`src/gek_pkg.sv`:
```
// Package for the gamepad event to key translator.
// Holds the queue entry type, event and key code constants, and the button key tables.
// No dependencies.
package gek_pkg;

    localparam int unsigned CfgRegs = 8;

    typedef logic [CfgRegs-1:0][31:0] t_cfg_regs;

    localparam logic [15:0] EvTypeKey = 16'd1;
    localparam logic [15:0] EvTypeAbs = 16'd3;

    localparam logic [15:0] BtnBaseA = 16'h0120;
    localparam logic [15:0] BtnBaseB = 16'h0130;
    localparam logic [15:0] BtnEnd   = 16'h0140;

    localparam logic [15:0] AbsX    = 16'd0;
    localparam logic [15:0] AbsY    = 16'd1;
    localparam logic [15:0] AbsHatX = 16'd16;
    localparam logic [15:0] AbsHatY = 16'd17;

    localparam logic [9:0] KeyLeft  = 10'd105;
    localparam logic [9:0] KeyRight = 10'd106;
    localparam logic [9:0] KeyUp    = 10'd103;
    localparam logic [9:0] KeyDown  = 10'd108;

    localparam logic OutTypeSync = 1'b0;
    localparam logic OutTypeKey  = 1'b1;

    // One classified transaction waiting for the back end.
    typedef struct packed {
        logic        is_axis;
        logic        vert;
        logic        neg_on;
        logic        pos_on;
        logic [9:0]  code;
        logic [31:0] value;
    } t_entry;

    typedef struct packed {
        logic empty;
        logic full;
    } t_q_status;

    function automatic logic [9:0] key_range_a(input logic [3:0] idx);
        logic [9:0] k;
        case (idx)
            4'd0:    k = 10'd28;
            4'd1:    k = 10'd57;
            4'd2:    k = 10'd44;
            4'd3:    k = 10'd45;
            4'd4:    k = 10'd30;
            4'd5:    k = 10'd31;
            4'd6:    k = 10'd16;
            4'd7:    k = 10'd17;
            4'd8:    k = 10'd15;
            4'd9:    k = 10'd1;
            4'd10:   k = 10'd42;
            4'd11:   k = 10'd29;
            4'd12:   k = 10'd2;
            4'd13:   k = 10'd3;
            4'd14:   k = 10'd4;
            4'd15:   k = 10'd5;
            default: k = 10'd0;
        endcase
        return k;
    endfunction

    function automatic logic [9:0] key_range_b(input logic [3:0] idx);
        logic [9:0] k;
        case (idx)
            4'd0:    k = 10'd45;
            4'd1:    k = 10'd28;
            4'd2:    k = 10'd1;
            4'd3:    k = 10'd57;
            4'd4:    k = 10'd30;
            4'd5:    k = 10'd31;
            4'd6:    k = 10'd16;
            4'd7:    k = 10'd17;
            4'd8:    k = 10'd15;
            4'd9:    k = 10'd28;
            4'd10:   k = 10'd42;
            4'd11:   k = 10'd29;
            4'd12:   k = 10'd1;
            4'd13:   k = 10'd14;
            4'd14:   k = 10'd6;
            4'd15:   k = 10'd7;
            default: k = 10'd0;
        endcase
        return k;
    endfunction

endpackage

```
`src/gamepad_event_to_key_translator.sv`:
```
// Top level of the gamepad event to key translator.
// Instantiates gek_cfg, gek_front, gek_queue and gek_back; uses gek_pkg.
//
//   channel  direction  handshake                 payload
//   in       input      i_in_valid / o_in_stall   i_event_type, i_event_code, i_event_value
//   out      output     o_out_valid / i_out_stall o_out_type, o_out_code, o_out_value, o_last
//   config   input      psel, penable, pwrite     paddr, pwdata, prdata, pready
//
// The front end takes one transaction per cycle unless the queue is full, and spends one
// registered stage on the range arithmetic before pushing into the queue. The back end emits
// one report per cycle; a stalled output holds its report while the queue still fills. A
// button transaction gives a key and a sync report, an axis transaction one such pair per
// arrow that it changes. Reset clears the arrow states, the ranges and the queue.
module gamepad_event_to_key_translator #(
    parameter int unsigned QUEUE_DEPTH = 4
) (
    input  logic               i_clk,
    input  logic               i_rst_n,
    input  logic               i_in_valid,
    output logic               o_in_stall,
    input  logic [15:0]        i_event_type,
    input  logic [15:0]        i_event_code,
    input  logic signed [31:0] i_event_value,
    output logic               o_out_valid,
    input  logic               i_out_stall,
    output logic               o_out_type,
    output logic [9:0]         o_out_code,
    output logic signed [31:0] o_out_value,
    output logic               o_last,
    input  logic               psel,
    input  logic               penable,
    input  logic               pwrite,
    input  logic [4:0]         paddr,
    input  logic [31:0]        pwdata,
    output logic [31:0]        prdata,
    output logic               pready
);
    import gek_pkg::*;

    t_cfg_regs cfg;
    t_entry    push_entry;
    t_entry    head;
    t_q_status q_status;
    logic      push;
    logic      pop;
    logic [31:0] out_value;

    assign pready = 1'b1;

    gek_cfg u_cfg (
        .i_clk   (i_clk),
        .i_rst_n (i_rst_n),
        .psel    (psel),
        .penable (penable),
        .pwrite  (pwrite),
        .paddr   (paddr),
        .pwdata  (pwdata),
        .prdata  (prdata),
        .o_cfg   (cfg)
    );

    gek_front u_front (
        .i_clk         (i_clk),
        .i_rst_n       (i_rst_n),
        .i_cfg         (cfg),
        .i_in_valid    (i_in_valid),
        .o_in_stall    (o_in_stall),
        .i_event_type  (i_event_type),
        .i_event_code  (i_event_code),
        .i_event_value (i_event_value),
        .i_q_status    (q_status),
        .o_push        (push),
        .o_entry       (push_entry)
    );

    gek_queue #(
        .DEPTH (QUEUE_DEPTH)
    ) u_queue (
        .i_clk    (i_clk),
        .i_rst_n  (i_rst_n),
        .i_push   (push),
        .i_entry  (push_entry),
        .i_pop    (pop),
        .o_head   (head),
        .o_status (q_status)
    );

    gek_back u_back (
        .i_clk       (i_clk),
        .i_rst_n     (i_rst_n),
        .i_head      (head),
        .i_q_status  (q_status),
        .o_pop       (pop),
        .o_out_valid (o_out_valid),
        .i_out_stall (i_out_stall),
        .o_out_type  (o_out_type),
        .o_out_code  (o_out_code),
        .o_out_value (out_value),
        .o_last      (o_last)
    );

    assign o_out_value = out_value;

endmodule

```
`src/gek_cfg.sv`:
```
// APB-style register file holding the four axis ranges.
// Depends on gek_pkg.
module gek_cfg (
    input  logic              i_clk,
    input  logic              i_rst_n,
    input  logic              psel,
    input  logic              penable,
    input  logic              pwrite,
    input  logic [4:0]        paddr,
    input  logic [31:0]       pwdata,
    output logic [31:0]       prdata,
    output gek_pkg::t_cfg_regs o_cfg
);
    import gek_pkg::*;

    t_cfg_regs r_cfg;

    always_ff @(posedge i_clk) begin
        if (!i_rst_n) begin
            r_cfg <= '0;
        end else if (psel && penable && pwrite) begin
            r_cfg[paddr[4:2]] <= pwdata;
        end
    end

    assign prdata = r_cfg[paddr[4:2]];
    assign o_cfg  = r_cfg;

endmodule

```
`src/gek_front.sv`:
```
// Front end: accepts input transactions, looks up button keys, and for axis events
// computes the midpoint and dead zone, then the two direction flags. Depends on gek_pkg.
module gek_front (
    input  logic               i_clk,
    input  logic               i_rst_n,
    input  gek_pkg::t_cfg_regs i_cfg,
    input  logic               i_in_valid,
    output logic               o_in_stall,
    input  logic [15:0]        i_event_type,
    input  logic [15:0]        i_event_code,
    input  logic signed [31:0] i_event_value,
    input  gek_pkg::t_q_status i_q_status,
    output logic               o_push,
    output gek_pkg::t_entry    o_entry
);
    import gek_pkg::*;

    logic               r_valid;
    logic               r_keep;
    logic               r_is_axis;
    logic               r_vert;
    logic [9:0]         r_code;
    logic signed [31:0] r_value;
    logic signed [31:0] r_mid;
    logic [30:0]        r_dead;

    logic               n_keep;
    logic               n_is_axis;
    logic               n_vert;
    logic [9:0]         n_code;
    logic [1:0]         pair;
    logic signed [32:0] lo;
    logic signed [32:0] hi;
    logic signed [32:0] sum;
    logic signed [32:0] sum_adj;
    logic signed [32:0] diff;
    logic [30:0]        dead_raw;
    logic [30:0]        n_dead;
    logic               take;
    logic signed [33:0] v_plus;
    logic signed [33:0] v_minus;
    logic signed [33:0] mid_ext;

    // Classification of the incoming transaction.
    always_comb begin
        n_keep    = 1'b0;
        n_is_axis = 1'b0;
        n_vert    = 1'b0;
        n_code    = '0;
        pair      = 2'd0;
        if (i_event_type == EvTypeKey) begin
            if (i_event_code inside {[BtnBaseA:BtnEnd-16'd1]}) begin
                n_keep = 1'b1;
                n_code = i_event_code[4] ? key_range_b(i_event_code[3:0])
                                         : key_range_a(i_event_code[3:0]);
            end
        end else if (i_event_type == EvTypeAbs) begin
            case (i_event_code)
                AbsX: begin
                    n_keep = 1'b1; n_is_axis = 1'b1; n_vert = 1'b0; pair = 2'd0;
                end
                AbsY: begin
                    n_keep = 1'b1; n_is_axis = 1'b1; n_vert = 1'b1; pair = 2'd1;
                end
                AbsHatX: begin
                    n_keep = 1'b1; n_is_axis = 1'b1; n_vert = 1'b0; pair = 2'd2;
                end
                AbsHatY: begin
                    n_keep = 1'b1; n_is_axis = 1'b1; n_vert = 1'b1; pair = 2'd3;
                end
                default: begin
                    n_keep = 1'b0;
                end
            endcase
        end
    end

    // Midpoint rounds toward zero: a negative sum gets one added before the shift.
    always_comb begin
        lo       = {i_cfg[{pair, 1'b0}][31], i_cfg[{pair, 1'b0}]};
        hi       = {i_cfg[{pair, 1'b1}][31], i_cfg[{pair, 1'b1}]};
        sum      = lo + hi;
        sum_adj  = sum + {32'd0, sum[32]};
        diff     = hi - lo;
        dead_raw = diff[32:2];
        n_dead   = (dead_raw == '0) ? 31'd1 : dead_raw;
    end

    // An axis whose range is empty produces nothing and is dropped here.
    assign take       = !r_valid || !r_keep || !i_q_status.full;
    assign o_in_stall = !take;
    assign o_push     = r_valid && r_keep && !i_q_status.full;

    always_ff @(posedge i_clk) begin
        if (!i_rst_n) begin
            r_valid <= 1'b0;
        end else if (take) begin
            r_valid <= i_in_valid;
        end
    end

    always_ff @(posedge i_clk) begin
        if (take && i_in_valid) begin
            r_keep    <= n_keep && (!n_is_axis || (hi > lo));
            r_is_axis <= n_is_axis;
            r_vert    <= n_vert;
            r_code    <= n_code;
            r_value   <= i_event_value;
            r_mid     <= sum_adj[32:1];
            r_dead    <= n_dead;
        end
    end

    // v < mid - dead is tested as v + dead < mid, and v > mid + dead as v - dead > mid.
    always_comb begin
        mid_ext        = {{2{r_mid[31]}}, r_mid};
        v_plus         = {{2{r_value[31]}}, r_value} + {3'd0, r_dead};
        v_minus        = {{2{r_value[31]}}, r_value} - {3'd0, r_dead};
        o_entry.is_axis = r_is_axis;
        o_entry.vert    = r_vert;
        o_entry.neg_on  = v_plus < mid_ext;
        o_entry.pos_on  = v_minus > mid_ext;
        o_entry.code    = r_code;
        o_entry.value   = r_value;
    end

endmodule

```
`src/gek_queue.sv`:
```
// Small FIFO of classified transactions between the front and back ends.
// Depends on gek_pkg.
module gek_queue #(
    parameter int unsigned DEPTH = 4
) (
    input  logic               i_clk,
    input  logic               i_rst_n,
    input  logic               i_push,
    input  gek_pkg::t_entry    i_entry,
    input  logic               i_pop,
    output gek_pkg::t_entry    o_head,
    output gek_pkg::t_q_status o_status
);
    import gek_pkg::*;

    localparam int unsigned PtrW = $clog2(DEPTH);
    localparam int unsigned CntW = $clog2(DEPTH + 1);
    localparam logic [PtrW-1:0] LastPtr = PtrW'(DEPTH - 1);
    localparam logic [CntW-1:0] FullCnt = CntW'(DEPTH);

    t_entry          r_mem [DEPTH];
    logic [PtrW-1:0] r_wr_ptr;
    logic [PtrW-1:0] r_rd_ptr;
    logic [CntW-1:0] r_count;

    logic do_push;
    logic do_pop;

    assign o_status.empty = (r_count == '0);
    assign o_status.full  = (r_count == FullCnt);
    assign do_push = i_push && !o_status.full;
    assign do_pop  = i_pop && !o_status.empty;
    assign o_head  = r_mem[r_rd_ptr];

    always_ff @(posedge i_clk) begin
        if (!i_rst_n) begin
            r_wr_ptr <= '0;
            r_rd_ptr <= '0;
            r_count  <= '0;
        end else begin
            if (do_push) begin
                r_wr_ptr <= (r_wr_ptr == LastPtr) ? '0 : r_wr_ptr + 1'b1;
            end
            if (do_pop) begin
                r_rd_ptr <= (r_rd_ptr == LastPtr) ? '0 : r_rd_ptr + 1'b1;
            end
            case ({do_push, do_pop})
                2'b10:   r_count <= r_count + 1'b1;
                2'b01:   r_count <= r_count - 1'b1;
                default: r_count <= r_count;
            endcase
        end
    end

    always_ff @(posedge i_clk) begin
        if (do_push) begin
            r_mem[r_wr_ptr] <= i_entry;
        end
    end

endmodule

```
`src/gek_back.sv`:
```
// Back end: holds the four arrow states and serializes key and sync reports
// from the queue head into the output register. Depends on gek_pkg.
module gek_back (
    input  logic               i_clk,
    input  logic               i_rst_n,
    input  gek_pkg::t_entry    i_head,
    input  gek_pkg::t_q_status i_q_status,
    output logic               o_pop,
    output logic               o_out_valid,
    input  logic               i_out_stall,
    output logic               o_out_type,
    output logic [9:0]         o_out_code,
    output logic [31:0]        o_out_value,
    output logic               o_last
);
    import gek_pkg::*;

    typedef enum logic [3:0] {
        PH_NEG_KEY  = 4'b0001,
        PH_NEG_SYNC = 4'b0010,
        PH_POS_KEY  = 4'b0100,
        PH_POS_SYNC = 4'b1000
    } t_phase;

    t_phase      r_ph;
    t_phase      n_ph;
    t_phase      ph_eff;
    logic [3:0]  r_held;
    logic [3:0]  n_held;
    logic        r_out_valid;
    logic        r_out_type;
    logic [9:0]  r_out_code;
    logic [31:0] r_out_value;
    logic        r_last;

    logic        out_free;
    logic        h_valid;
    logic [1:0]  neg_bit;
    logic [1:0]  pos_bit;
    logic        neg_chg;
    logic        pos_chg;
    logic        skip;
    logic        is_final;
    logic        emit;
    logic        e_type;
    logic [9:0]  e_code;
    logic [31:0] e_value;

    function automatic logic [9:0] arrow_key(input logic [1:0] idx);
        logic [9:0] k;
        case (idx)
            2'd0:    k = KeyLeft;
            2'd1:    k = KeyRight;
            2'd2:    k = KeyUp;
            2'd3:    k = KeyDown;
            default: k = KeyLeft;
        endcase
        return k;
    endfunction

    assign out_free = !r_out_valid || !i_out_stall;
    assign h_valid  = !i_q_status.empty;
    assign neg_bit  = {i_head.vert, 1'b0};
    assign pos_bit  = {i_head.vert, 1'b1};
    assign neg_chg  = i_head.neg_on != r_held[neg_bit];
    assign pos_chg  = i_head.pos_on != r_held[pos_bit];

    always_comb begin
        ph_eff = r_ph;
        if (i_head.is_axis && r_ph == PH_NEG_KEY && !neg_chg) begin
            ph_eff = PH_POS_KEY;
        end
        // An axis transaction that changes no arrow is dropped without a report.
        skip = h_valid && i_head.is_axis && r_ph == PH_NEG_KEY && !neg_chg && !pos_chg;

        n_held   = r_held;
        is_final = 1'b0;
        e_type   = OutTypeSync;
        e_code   = '0;
        e_value  = '0;
        case (ph_eff)
            PH_NEG_KEY: begin
                e_type = OutTypeKey;
                if (i_head.is_axis) begin
                    e_code          = arrow_key(neg_bit);
                    e_value         = {31'd0, i_head.neg_on};
                    n_held[neg_bit] = i_head.neg_on;
                end else begin
                    e_code  = i_head.code;
                    e_value = i_head.value;
                end
            end
            PH_NEG_SYNC: begin
                is_final = !i_head.is_axis || !pos_chg;
            end
            PH_POS_KEY: begin
                e_type          = OutTypeKey;
                e_code          = arrow_key(pos_bit);
                e_value         = {31'd0, i_head.pos_on};
                n_held[pos_bit] = i_head.pos_on;
            end
            PH_POS_SYNC: begin
                is_final = 1'b1;
            end
            default: begin
                is_final = 1'b1;
            end
        endcase

        emit  = h_valid && out_free && !skip;
        o_pop = skip || (emit && is_final);

        if (o_pop) begin
            n_ph = PH_NEG_KEY;
        end else if (emit) begin
            case (ph_eff)
                PH_NEG_KEY:  n_ph = PH_NEG_SYNC;
                PH_NEG_SYNC: n_ph = PH_POS_KEY;
                PH_POS_KEY:  n_ph = PH_POS_SYNC;
                default:     n_ph = PH_NEG_KEY;
            endcase
        end else begin
            n_ph = r_ph;
        end
    end

    always_ff @(posedge i_clk) begin
        if (!i_rst_n) begin
            r_ph        <= PH_NEG_KEY;
            r_held      <= '0;
            r_out_valid <= 1'b0;
        end else begin
            r_ph <= n_ph;
            if (emit) begin
                r_held      <= n_held;
                r_out_valid <= 1'b1;
            end else if (!i_out_stall) begin
                r_out_valid <= 1'b0;
            end
        end
    end

    always_ff @(posedge i_clk) begin
        if (emit) begin
            r_out_type  <= e_type;
            r_out_code  <= e_code;
            r_out_value <= e_value;
            r_last      <= is_final;
        end
    end

    assign o_out_valid = r_out_valid;
    assign o_out_type  = r_out_type;
    assign o_out_code  = r_out_code;
    assign o_out_value = r_out_value;
    assign o_last      = r_last;

endmodule

```
`config.mk`:
```
export PLATFORM = sky130hd
export DESIGN_NAME = gamepad_event_to_key_translator
export DESIGN_NICKNAME = d
export VERILOG_FILES = /design/src/gek_pkg.sv /design/src/gamepad_event_to_key_translator.sv /design/src/gek_cfg.sv /design/src/gek_front.sv /design/src/gek_queue.sv /design/src/gek_back.sv
export SDC_FILE = /design/constraint.sdc
export NUM_CORES = 1
export LEC_CHECK = 0
export BUFFER_PORTS_ARGS = -buffer_cell sky130_fd_sc_hd__clkbuf_2
export CAP_MARGIN = 30
export CORE_MARGIN = 3
export CORE_UTILIZATION = 55
export CTS_CLUSTER_SIZE = 28
export DETAILED_ROUTE_END_ITERATION = 10
export GPL_TIMING_DRIVEN = 0
export PLACE_DENSITY = 0.85
export SYNTH_ARGS = -nofsm -noshare
export SYNTH_HDL_FRONTEND = slang
export SYNTH_SLANG_ARGS = --single-unit
```
`constraint.sdc`:
```
create_clock -name i_clk -period 13.46 [get_ports i_clk]
set_clock_uncertainty 0.15 [all_clocks]
set_input_delay 1.346 -clock i_clk [delete_from_list [all_inputs] [get_ports i_clk]]
set_output_delay 1.346 -clock i_clk [all_outputs]
set_load 0.01 [all_outputs]
```
# Word-level counts from Yosys, hierarchy flattened
# Memories as Yosys holds them, arrays and structs flattened. A register that Yosys moved wholly into a read port is not among the register bits.
# Index checks and enable logic that the tools add are counted.
[word_totals]
ff_bits = 425
ramBits = 184
rom_bits = 192
input_bits = 108
out_inout_bits = 79
mem_count = 3
[classes]
add_sub_neg = 9
magnitude_cmp = 13
n_eq_ne = 18
n_mux = 50
bitwise = 3
reduce_logical = 53
[mem_list]
columns = ["memory", "depth", "word_bits", "rd", "rd_ports_with_merged_regs", "write_ports", "line", "text"]
rows = [
  ["u_queue.r_mem", 4, 46, 1, 1, 1, "gek_queue.sv:21", "t_entry r_mem [DEPTH];"],
  ["(name not given)", 16, 6, 1, 0, 0, "gek_pkg.sv:71", "case (idx)"],
  ["(name not given)", 16, 6, 1, 0, 0, "gek_pkg.sv:47", "case (idx)"],
]
[op_table]
columns = ["cell", "n"]
rows = [
  ["$bwmux 256", 1],
  ["$mux 32", 5],
  ["$bmux 32 s2", 2],
  ["$bmux 32 s3", 1],
  ["$demux 32 s3", 1],
  ["$add 32x32->33", 2],
  ["$sub 32x32->33", 2],
  ["$pmux 32 s2", 1],
  ["$pmux 10 s2", 2],
  ["$add 33x1->33", 1],
  ["$gt 33x32->1", 1],
  ["$lt 33x32->1", 1],
  ["$eq 16x1->1 const B", 2],
  ["$eq 16x5->1 const B", 2],
  ["$gt 32x32->1", 1],
  ["$logic_not 31->1", 1],
  ["$pmux 10 s3", 1],
  ["$logic_and 1x1->1", 21],
  ["$mux 10", 2],
  ["$mux 1", 17],
  ["$eq 16x2->1 const B", 1],
  ["$ge 16x9->1 const B", 1],
  ["$le 16x9->1 const B", 1],
  ["$logic_not 16->1", 1],
  ["other kinds (34)", 75],
]

# Depth between registers and ports, before layout
[depth]
depth_word = 14
depth_mapped = 24
mapped_depth_nobuf = 23

# By module
# From an unflattened synthesis, not the netlist that was laid out.
[hier_totals]
cells_unflattened = 3236
hier_area_um2 = 35102.4
[by_module_without_submodules]
columns = ["mod", "instances", "cells_each", "area_per_inst_um2"]
rows = [
  ["gek_front", 1, 1770, 14336.2],
  ["gek_cfg", 1, 993, 11290.8],
  ["gek_queue", 1, 296, 7194.4],
  ["gek_back", 1, 175, 2269.7],
  ["gamepad_event_to_key_translator", 1, 2, 11.3],
]

# Least setup slack after synthesis
# OpenSTA, ideal clock, no wires.
[synth_timing]
kind = "input -> register"
from = "in i_event_type[0]"
to = "reg u_front.r_mid[31] (data pin)"
t_arrival_ns = 6.449
slack_ns = 6.597
stages = 23
n_path_buf = 2
path_cell_list = "nor4b_1 nand4_1 nor2_1 and3_1 o21a_1 nand2_1 clkbuf_1 mux4_2 ha_1 buf_2 a21oi_1 o221ai_1 a221oi_1 a2111oi_0 o32ai_1 nand2_1 inv_1 ha_1 nand3_1 nor3_1 nand4_1 nor4_1 xnor2_1"
[synth_via]
elab_chain_len = 7
word_cells_on_any_way = 10
classes_between = "add/sub: 2; eq/ne: 2; mux: 6"
[synth_lines]
columns = ["item", "line", "text"]
rows = [
  ["start: declaration", "gamepad_event_to_key_translator.sv:21", "input logic [15:0] i_event_type,"],
  ["$eq 16x2->1", "gek_front.sv:57", "end else if (i_event_type == EvTypeAbs) begin"],
  ["$mux 2", "gek_front.sv:57", ""],
  ["$mux 2 *", "gek_front.sv:51", "if (i_event_type == EvTypeKey) begin"],
  ["$bmux 32 s2, on equally long branches", "gek_front.sv:80, gek_front.sv:81", ""],
  ["$mux 32, on equally long branches", "gek_front.sv:80, gek_front.sv:81", ""],
  ["$add 32x32->33 *", "gek_front.sv:82", "sum = lo + hi;"],
  ["$add 33x1->33 *", "gek_front.sv:83", "sum_adj = sum + {32'd0, sum[32]};"],
  ["net u_front.sum_adj[32]", "gek_front.sv:35", "logic signed [32:0] sum_adj;"],
  ["end signal: assignment", "gek_front.sv:109", "r_mid <= sum_adj[32:1];"],
  ["end: declaration", "gek_front.sv:24", "logic signed [31:0] r_mid;"],
]
# The timed path passes the listed nets; every way through them passes the cells marked *. The select of a mux whose other input is x is not followed.
# A chain may end at the register's enable or synchronous reset.

# Worst setup path after layout
[layout_timing]
from = "in i_event_type[3]"
to = "reg u_front.r_mid[31] (data pin)"
# The elaborated chain is that of the path after synthesis.

==> results.txt <==
----------------------------------------------------
[Outcome]
  Run status ... completed

[Timing]
  Count of final max-slew check failures ... 0
  Worst Tran Pin Value ... around 1.2 ns
  Period Utilization, post-route ... about 66%
  Worst hold margin ... roughly 0.33 ns
  Hold violation count in the final report ... 0
  Setup repair after global routing missed its margin ... no
  Endpoints failing setup ... 0
  Total Neg Setup Slack ... 0 ns
  Worst slew margin relative to its limit ... around 23%
  Period minus WS final ... about 9 ns
  Max Fclk ... approximately 110 MHz

[Synthesis]
  Cell Area, Synth ... 0.0341 mm^2
  Cell type with the highest aggregate area in the netlist ... sky130_fd_sc_hd__edfxtp_1
  Post-synthesis register bit count ... 588
  Top post-synthesis cells by area ... sky130_fd_sc_hd__edfxtp_1 (28%), sky130_fd_sc_hd__dfxtp_1 (16%), sky130_fd_sc_hd__ha_1 (7.5%)
  Sequential element share of the synthesized area ... 43.7%
  Count of mapped cells out of synthesis ... between 3000 and 4000
  Most common cell in the netlist ... sky130_fd_sc_hd__nand2_1
  Netlist cell types ... 95
  Yosys synthesis warning count ... 0
  Share of async-settable or async-resettable flops after synthesis ... 0%
  Flip-flop cell with the highest count after synthesis ... sky130_fd_sc_hd__edfxtp_1
  Most used standard cells in the synthesized netlist ... sky130_fd_sc_hd__nand2_1 (603), sky130_fd_sc_hd__edfxtp_1 (313), sky130_fd_sc_hd__dfxtp_1 (275), sky130_fd_sc_hd__a21boi_0 (267), sky130_fd_sc_hd__ha_1 (205)
  Portion of synthesized cell area occupied by the leading cell type ... roughly 28%
  Number of enable-type register cells in the synthesized netlist ... about 310
  Average instance area after synthesis ... just under 10 um^2

[Final layout]
  Layout Nets ... approximately 4000
  Share of layout cells above drive strength 1 ... between 10 and 15%
  Multi-input gate area ... 0.0175 mm^2
  Area grow syn2layout ... 12.4%
  Fillcell total ... 4737
  Cell area after layout ... about 0.038 mm^2
  Seq. cell area ... about 0.015 mm^2

[Detailed routing]
  Via Count ... 28300
  Average detailed-routed wire length per instance ... approximately 23 um
  Starting DRT DRC Count ... approximately 3700
  DRC ... 0
  Antenna viol nets, final ... 0
  First-pass DRT Iterations ... 6
  Drt via density ... just over 6
  Drt total wl ... roughly 100000 um

[Critical path]
  Worst setup SP type ... primary input
  Startpoint of the worst-slack reg-to-reg timing path ... u_front.r_value[0]$_DFFE_PP_
  Arrival time worst endpoint ... just over 9 ns
  Crit path required time ... about 14 ns
  Endpoint type of the worst setup path ... register
  Worst stage delay on the critical path ... slightly below 0.9 ns
  Series of cell instances along the critical path ... clkbuf_2, nor4b_1, nand4_1, nor2_1, and3_1, and2_1, clkbuf_1, clkbuf_1, mux4_2, ha_1, buf_2, a21oi_1, o221ai_1, a221oi_1, a2111oi_0, o32ai_1, nand2_1, inv_1, ha_1, nand3_1, nor3_1, nand4_1, nor4_1, xnor2_1
  Top Family by Delay on Critical Path ... simple AND/OR/NAND/NOR gates
  Critical path class ... primary input to register
  R2r setup slk ... about 7.5 ns
  Largest driver fanout on the critical path ... 10
  WP buf/inv ... 5
  Number of cell instances on the worst register-to-register path ... 20
  Critical Path Slowest Stage Cell ... sky130_fd_sc_hd__clkbuf_1
  Reg2reg end ... u_queue.r_mem[1][42]$_DFFE_PP_

[GRT]
  Pin count of the biggest net entering global routing ... 43
  Number of antenna violations at the first check in global routing ... 1
  Number of global-route vias before repair ... roughly 27000
  Total routing usage reported by global routing ... 30.8%
  GRT Residual Overflow ... 0
  Global-route wire length before repair ... approximately 150000 um

[Min path]
  Hold Startpoint ... u_cfg.o_cfg[232]$_SDFFE_PN0P_
  Hold Crit Depth ... 2
  Worst Hold Endpoint ... u_cfg.o_cfg[232]$_SDFFE_PN0P_
  Kind of path behind the tightest hold check ... register to register

[Power]
  Sw frac ... 27.0%
  Gate power share ... around 17%
  Proportion of power drawn by the clock network ... 39.3%
  Power per Cell Area ... 118 mW/mm^2
  Largest voltage drop on the vdd net ... 0.000100 V
  Standby leakage power ... about 14 nW
  Internal power component ... between 3 and 4 mW
  Net Switching ... around 1.2 mW
  Share of power burned in registers ... around 44%

[Floorplan]
  Starting density of the core ... ~56%
  Num ports ... between 150 and 200
  Die W ... roughly 260 um
  Area of the die ... about 0.065 mm^2
  Cell row count ... 90
  Die Y ... 255 um
  CORE AREA ... between 0.06 and 0.07 mm^2

[Placed design]
  Placed wire-length estimate after detailed placement ... between 70000 and 80000 um
  Dpl cell area ... between 0.03 and 0.04 mm^2
  Final weighted congestion in routability-driven placement ... about 1
  IO Port Bufs ... approximately 140

[Clocking]
  Clock-pin slew of the registers on the worst-case setup and hold paths ... about 0.07 ns
  CTS tree ... yes
  Number of levels the H-tree was split into ... 2
  Root Buffer Master ... sky130_fd_sc_hd__clkbuf_16
  Insertion delay of the later-clocked pin in the worst-skew pair ... around 0.65 ns
  Number of buffers added for setup after CTS ... 0
  Resize count post-CTS ... 0
  CTS Buffer Depth ... 3
  Number of sinks driven by the clock tree ... ~600
  Clock buffer count from CTS ... 59
  Hold buffer count at cts ... 0

[Flow run]
  Max capacitance violation total ... 0

----------------------------------------------------
## power groups by stage
stage	Sequential [mW]	Clock [mW]	Combinational, mW
3_3_place_gp	2.03	0	0.717
6_report	1.99	1.78	0.766
4_1_cts	1.99	1.78	0.749
3_5_place_dp	2.03	0	0.739
5_1_grt	1.99	1.85	0.839
2_1_floorplan	2.02	0	0.533
## state kept, by name, indices dropped and copies added, names as in the netlist, 2 cells and up, named ones only
register	cells
u_cfg.o_cfg	256
u_queue.r_mem	168
u_back.o_out_value	32
u_front.r_mid	32
u_front.r_value	32
u_front.r_dead	31
u_back.o_out_code	7
u_front.r_code	6
u_back.r_held	4
u_back.r_ph	4
u_queue.r_count	3
u_queue.r_rd_ptr	2
u_queue.r_wr_ptr	2
## kinds of logic after synthesis
kind of cell,after synthesis,synth area share [%]
compound gates,856,17.6
xor+xnor,132,3.39
fa+ha+maj,209,7.75
buf+inv,426,5.17
flops,588,43.7
mux,123,7.50
other cells,2,0.0220
simple gates,1101,14.9
## metal layers
layer	part of all wire [%]	vias to the layer above	global-route usage, %
met4	5.7	0	15.4
met2	46	1709	50.4
li1	-	12800	-
met5	0	-	0
met3	10	413	5.74
met1	38	13400	39.4
## area by class of cell
type	instances	area share, %
clock buffer	77	4.38
inverter	183	1.79
clock inverter	34	1.11
buffer	243	2.81
timing repair buffer	166	2.74
multi-input combinational	2425	45.6
sequential	588	38.9
tap	828	2.70
antenna	2	0.0131
## placed cells by master (no fill, tap or decap), drive strengths merged, types with 7 or more instances in the layout
master and count:
xor2 23, o41ai 7, a21oi 150, mux2i 16
a21o 38, o21bai 24, o31ai 12, clkbuf 405
and2 30, nor3b 9, a2111oi 10, xnor2 109
nor4 31, edfxtp 313, inv 181, nor3 42
a211oi 20, nand2 603, buf 81, o21ai 77
nor2b 63, a221o 7, clkinv 25, a31oi 13
a22oi 130, mux4 106, or2 12, dfxtp 275
nand4 66, or3 12, nor2 128, nand2b 27
o21a 19, o211ai 12, a21boi 267, bufinv 9
and3 17, nand3 30, ha 205
## metrics by stage
| step | power [mW] | worst slack (ns) | std cells | util (%) |
|---|---|---|---|---|
| global placement | 2.74 | 4.34 | 4410 | 58.9 |
| global route | 4.68 | 4.54 | 4545 | 62.9 |
| CTS | 4.52 | 4.93 | 4540 | 62.8 |
| finish | 4.54 | 4.60 | 4546 | 62.9 |
| detailed placement | 2.76 | 4.26 | 4429 | 59.4 |
| floorplan | 2.55 | 6.60 | 3439 | - |
## worst register-to-register path: cells and delay by family (launching register included)
kind	cells	cell delay [ns]
AO/OA/AOI/OAI	11	3.00
XOR/XNOR	1	0.18
adder cells (fa/ha/maj)	3	0.95
buffers and inverters	2	0.19
flip-flops	1	0.56
AND/OR/NAND/NOR	3	0.63
## worst max-delay path by stage
stage / slack, ns / endpoint / cells past startpoint / from
after floorplan: 6.60 / u_front.r_mid[31]$_DFFE_PP_ / 23 / i_event_type[0]
after global placement: 4.34 / u_front.r_mid[31]$_DFFE_PP_ / 24 / i_event_type[3]
after global routing: 4.54 / u_front.r_mid[31]$_DFFE_PP_ / 24 / i_event_type[12]
after detailed placement: 4.26 / u_front.r_mid[31]$_DFFE_PP_ / 24 / i_event_type[3]
after CTS: 4.93 / u_front.r_mid[31]$_DFFE_PP_ / 24 / i_event_type[3]
final: 4.60 / u_front.r_mid[31]$_DFFE_PP_ / 24 / i_event_type[3]
Note: power is estimated with default switching activity, not from simulation.
